### src/rtl/core/group_bitmap_block_allocator_defines.svh
// Assertion macros shared by the allocator RTL.
// Define NO_ASSERTIONS to compile the checks out; expects clk and arst_n in scope.
`ifndef GROUP_BITMAP_BLOCK_ALLOCATOR_DEFINES_SVH
`define GROUP_BITMAP_BLOCK_ALLOCATOR_DEFINES_SVH
`ifndef NO_ASSERTIONS
// Check on every rising edge, off while reset is asserted.
`define GBBA_ASSERT(lbl, prop, msg) \
	lbl: assert property (@(posedge clk) disable iff (!arst_n) prop) else $error(msg);
// Check on every rising edge, reset included.
`define GBBA_ASSERT_ALWAYS(lbl, prop, msg) \
	lbl: assert property (@(posedge clk) prop) else $error(msg);
`else
`define GBBA_ASSERT(lbl, prop, msg)
`define GBBA_ASSERT_ALWAYS(lbl, prop, msg)
`endif
`endif

### src/rtl/core/gbba_pkg.sv
// Shared types, codes and defaults of the group bitmap block allocator.
// No dependencies.
package gbba_pkg;

	localparam int GBBA_MAX_GROUPS = 8;
	localparam int GBBA_MAX_BPG    = 8192;

	// Width of an effective group size (holds the largest MAX_BLOCKS_PER_GROUP)
	localparam int BPG_W = 16;

	typedef enum logic [1:0] {
		REQ_LOAD_WORD  = 2'd0,
		REQ_LOAD_COUNT = 2'd1,
		REQ_ALLOC      = 2'd2,
		REQ_NONE       = 2'd3
	} req_t;

	typedef enum logic [1:0] {
		ST_LOAD_DONE = 2'd0,
		ST_ALLOCATED = 2'd1,
		ST_NO_SPACE  = 2'd2
	} status_t;

	typedef enum logic [1:0] {
		CFG_TOTAL_BLOCKS = 2'd0,
		CFG_BPG          = 2'd1,
		CFG_ONE_OFFSET   = 2'd2,
		CFG_UNUSED       = 2'd3
	} cfg_idx_t;

	// Settings after clamping, as the engine uses them
	typedef struct packed {
		logic [16:0]      total;
		logic [BPG_W-1:0] bpg;
		logic             one_offset;
	} cfg_t;

	typedef struct packed {
		logic [1:0]  req_type;
		logic [2:0]  group;
		logic [6:0]  word_index;
		logic [63:0] word_data;
		logic [13:0] free_count;
	} req_fields_t;

endpackage

### src/rtl/core/gbba_cfg.sv
// Configuration registers of the allocator and the group size clamp.
// Depends on gbba_pkg.
module gbba_cfg import gbba_pkg::*; #(
	parameter int MAX_BLOCKS_PER_GROUP = GBBA_MAX_BPG
) (
	input  logic        clk,
	input  logic        arst_n,
	input  logic        cfg_we,
	input  logic [1:0]  cfg_addr,
	input  logic [16:0] cfg_wdata,
	output cfg_t        cfg
);

	localparam logic [BPG_W-1:0] BPG_MAX = BPG_W'(MAX_BLOCKS_PER_GROUP);
	localparam logic [BPG_W-1:0] BPG_MIN = BPG_W'(64);

	logic [16:0]      total_q;
	logic [13:0]      bpg_q;
	logic             offset_q;
	logic [BPG_W-1:0] bpg_ext;

	always_ff @(posedge clk or negedge arst_n) begin
		if (!arst_n) begin
			total_q  <= 17'd65536;
			bpg_q    <= 14'd8192;
			offset_q <= 1'b1;
		end else if (cfg_we) begin
			unique case (cfg_idx_t'(cfg_addr))
				CFG_TOTAL_BLOCKS: total_q  <= cfg_wdata;
				CFG_BPG:          bpg_q    <= cfg_wdata[13:0];
				CFG_ONE_OFFSET:   offset_q <= cfg_wdata[0];
				default: ;
			endcase
		end
	end

	// Clamp the group size into [64, MAX_BLOCKS_PER_GROUP]
	always_comb begin
		bpg_ext = BPG_W'(bpg_q);
		cfg.total = total_q;
		cfg.one_offset = offset_q;
		priority if (bpg_ext < BPG_MIN) cfg.bpg = BPG_MIN;
		else if (bpg_ext > BPG_MAX)     cfg.bpg = BPG_MAX;
		else                            cfg.bpg = bpg_ext;
	end

endmodule

### config.mk
export PLATFORM = sky130hd
export DESIGN_NAME = gbba_cfg
export DESIGN_NICKNAME = d
export VERILOG_FILES = /design/src/rtl/core/group_bitmap_block_allocator_defines.svh /design/src/rtl/core/gbba_pkg.sv /design/src/rtl/core/gbba_cfg.sv
export SDC_FILE = /design/constraint.sdc
export NUM_CORES = 1
export LEC_CHECK = 0
export BUFFER_PORTS_ARGS = -buffer_cell sky130_fd_sc_hd__buf_2
export CAP_MARGIN = 10
export CORE_MARGIN = 8
export CORE_UTILIZATION = 47
export CTS_CLUSTER_DIAMETER = 50
export CTS_CLUSTER_SIZE = 16
export DETAILED_ROUTE_END_ITERATION = 8
export PLACE_DENSITY = 0.78
export SYNTH_ARGS = -nofsm -noshare
export SYNTH_HDL_FRONTEND = slang
export SYNTH_SLANG_ARGS = --single-unit
### constraint.sdc
create_clock -name clk -period 2.1 [get_ports clk]
set_input_delay 0.63 -clock clk [delete_from_list [all_inputs] [get_ports clk]]
set_output_delay 0.63 -clock clk [all_outputs]
set_load 0.1 [all_outputs]
==> results_dict.tcl <==
set metrics [dict create \
    status "finished with violations" \
    violations "setup timing" \
    numPortBuffers 53 \
    seq_area_frac_synth 0.5782 \
    worstSetupPathType "flip-flop to output pin" \
    finalMaxSlewViolations 0 \
    reg2reg_slack_ps 1180 \
    viasPerCell 5.036 \
    drt-initial-drc-count 27 \
    setup_tns_ps -67.46 \
    reg2reg_depth 2 \
    drc_errors 0 \
    peakVddDrop_uv 1013 \
    die_y_um 70.41 \
    track_usage 0.1377 \
    ys_warn_count 0 \
    initial_core_util 0.5002 \
    syn-cell-area_um2 1391 \
    ys_seq_elements 32 \
    p_per_area_nw_per_um2 1351 \
    crit_chain "nor4_2 -> buf_4 -> a22o_4 -> buf_12" \
    clkSinkCount 32 \
    die_area_um2 4958 \
    gr-total-overflow 0 \
    grt_pass1_vias 1128 \
    r2r_end "bpg_q[13]" \
    dieWidth_um 70.41 \
    cts_inserted_buffers 5 \
    n_fill_cell 198 \
    syn_area_per_cell_um2 14.20 \
    place.gp.congestion 0.7542 \
    synthCells 98 \
    crit_path_start_kind "flip-flop" \
    crit_start "bpg_q[11]" \
    crit_slowest_cell "dfrtp_1" \
    syn2layout_area_growth_pct 40.65 \
    min_path_type "primary input to async pin" \
    rsz0062_at_grt "yes" \
    cts_htree_levels 2 \
    grt_pass1_wl_um 5402 \
    grt_max_degree 33 \
    ctsHoldBuffers 0 \
    nNetsFinal 186 \
    layout-drive-gt1-share 0.7212 \
    path_buf_inv 2 \
    antenna_cells 0 \
    vias 987 \
    synth_top_area_cell "dfrtp_1" \
    clock_skew_ps 0 \
    cp.arrival_ps 1500 \
    crit-reg2reg-launch "bpg_q[13]" \
    path_max_fanout 7 \
    max-slew-margin-rel 0.5401 \
    critPathCaptureType "output pin" \
    setup_violations 4 \
    ant_nets 0 \
    coreArea_um2 2781 \
    hold_violations 0 \
    synth_cell_type_count 16 \
    slowest_delay_ps 400 \
    rows 19 \
    clk_pin_slew_worst_paths_ps 100 \
    insertion_delay_ps 320 \
    antenna_found_initial 0 \
    tritoncts "done" \
    io_pins 56 \
    timing.fmax_mhz 469.6 \
    p_leak_nw 0.9236 \
    root_buffer "clkbuf_4" \
    wl_um 3301 \
    finalCritPeriodShare 1.014 \
    stdcell_area_um2 1957 \
    drt-wirelength-per-cell_um 16.84 \
    synth_area_leaders "dfrtp_1 52%, mux2_2 26%, dfstp_2 5.7%" \
    yosysTopAreaCellShare 0.5216 \
    dpl.hpwl_um 2430 \
    drtPass1Iterations 4 \
    critical_path.top_delay_family "flip-flops" \
    timing.final.ws_setup_ps -29.39 \
    worst_pin_slew_ps 689.9 \
    period_needed_ps 2129 \
    clockBufferDepth 2 \
    maxCapViolations 0 \
    dpl_cell_area_um2 1742 \
    required_ps 1470 \
]
flip-flops by register name, indices dropped and copies added (netlist names):
register  cells
bpg_q        14
total_q      17
offset_q      1
per-stage QoR:
stage                     setup WS [ps]  power (mW)  cells    util  hold WS (ps)
after floorplan                  -498.4       1.927     99       -         334.4
after CTS                        -49.10       2.620    193  0.6874         358.4
after global routing             -99.85       2.735    196  0.7036         375.9
final                            -29.39       2.643    196  0.7036         330.5
after global placement           -4.397       2.139    181  0.6262         484.1
after detailed placement         -80.09       2.162    181  0.6262         492.4
cell usage after synthesis:
cell      count
a21oi_1       6
nor3_1        2
clkbuf_1      2
dfstp_2       3
buf_6         1
nor3b_4       1
mux2_2       32
buf_4         4
inv_1         1
a22o_1        1
nor2b_1       6
conb_1        1
nor4_2        1
nand3b_1      2
nand2b_1      6
dfrtp_1      29
routing by layer:
layer  GRT usage  vias to the layer above  routed length (µm)
met5           0                        -                   0
met3     0.04944                        8                 183
met2      0.2565                       27                1869
li1            -                      465                   -
met1      0.1235                      487                1156
met4     0.07813                        0                  91
layout by cell type (no fill, tap or decap), drive strengths merged:
master  instances
dfstp           3
a21oi           6
nand3b          2
dfrtp          29
mux2           32
nor2b           6
nor3            2
conb            2
clkbuf          9
buf            64
nor3b           1
nand2b          6
a22o            1
inv             1
nor4            1
cell families (layout without fill, tap and decap cells):
logic type      after synthesis  in the layout  synth area share
mux                          32             32            0.2590
flops                        32             32            0.5782
other cells                   1              2          0.002695
compound gates                7              7           0.02788
buf+inv                       8             74           0.03777
simple gates                 18             18           0.09443
worst max-delay path by stage:
stage          endpoint  slack, ps  cells past startpoint
6_report         cfg[7]        -30                      4
2_1_floorplan    cfg[1]       -500                      2
5_1_grt          cfg[7]       -100                      4
4_1_cts          cfg[7]        -50                      4
3_3_place_gp     cfg[1]         -4                      3
3_5_place_dp     cfg[2]        -80                      3
power breakdown:
| group | switching (mW) | internal (mW) | total [mW] | leakage [nW] |
|---|---|---|---|---|
| Sequential | 0.0790 | 0.741 | 0.819 | 0.375 |
| Clock | 0.206 | 0.165 | 0.371 | 0.0326 |
| Combinational | 1.09 | 0.360 | 1.45 | 0.516 |
| Total | 1.38 | 1.27 | 2.64 | 0.924 |
repair_timing:
| item | 4_1_cts | 5_1_grt |
|---|---|---|
| resized for setup | 23 | 4 |
| pin swaps | 0 | 2 |
| gates cloned | 0 | 0 |
| setup buffers | 4 | 3 |
| setup endpoints to repair | 13 | 9 |
final cells by class:
| class | instances | area (µm²) | area share |
|---|---|---|---|
| clock buffer | 8 | 58.81 | 0.03005 |
| inverter | 1 | 3.754 | 0.001918 |
| multi-input combinational | 59 | 584.3 | 0.2986 |
| sequential | 32 | 804.5 | 0.4111 |
| tap | 31 | 38.79 | 0.01982 |
| timing repair buffer | 65 | 466.7 | 0.2385 |
No activity file was read; power rests on OpenSTA's default activity.
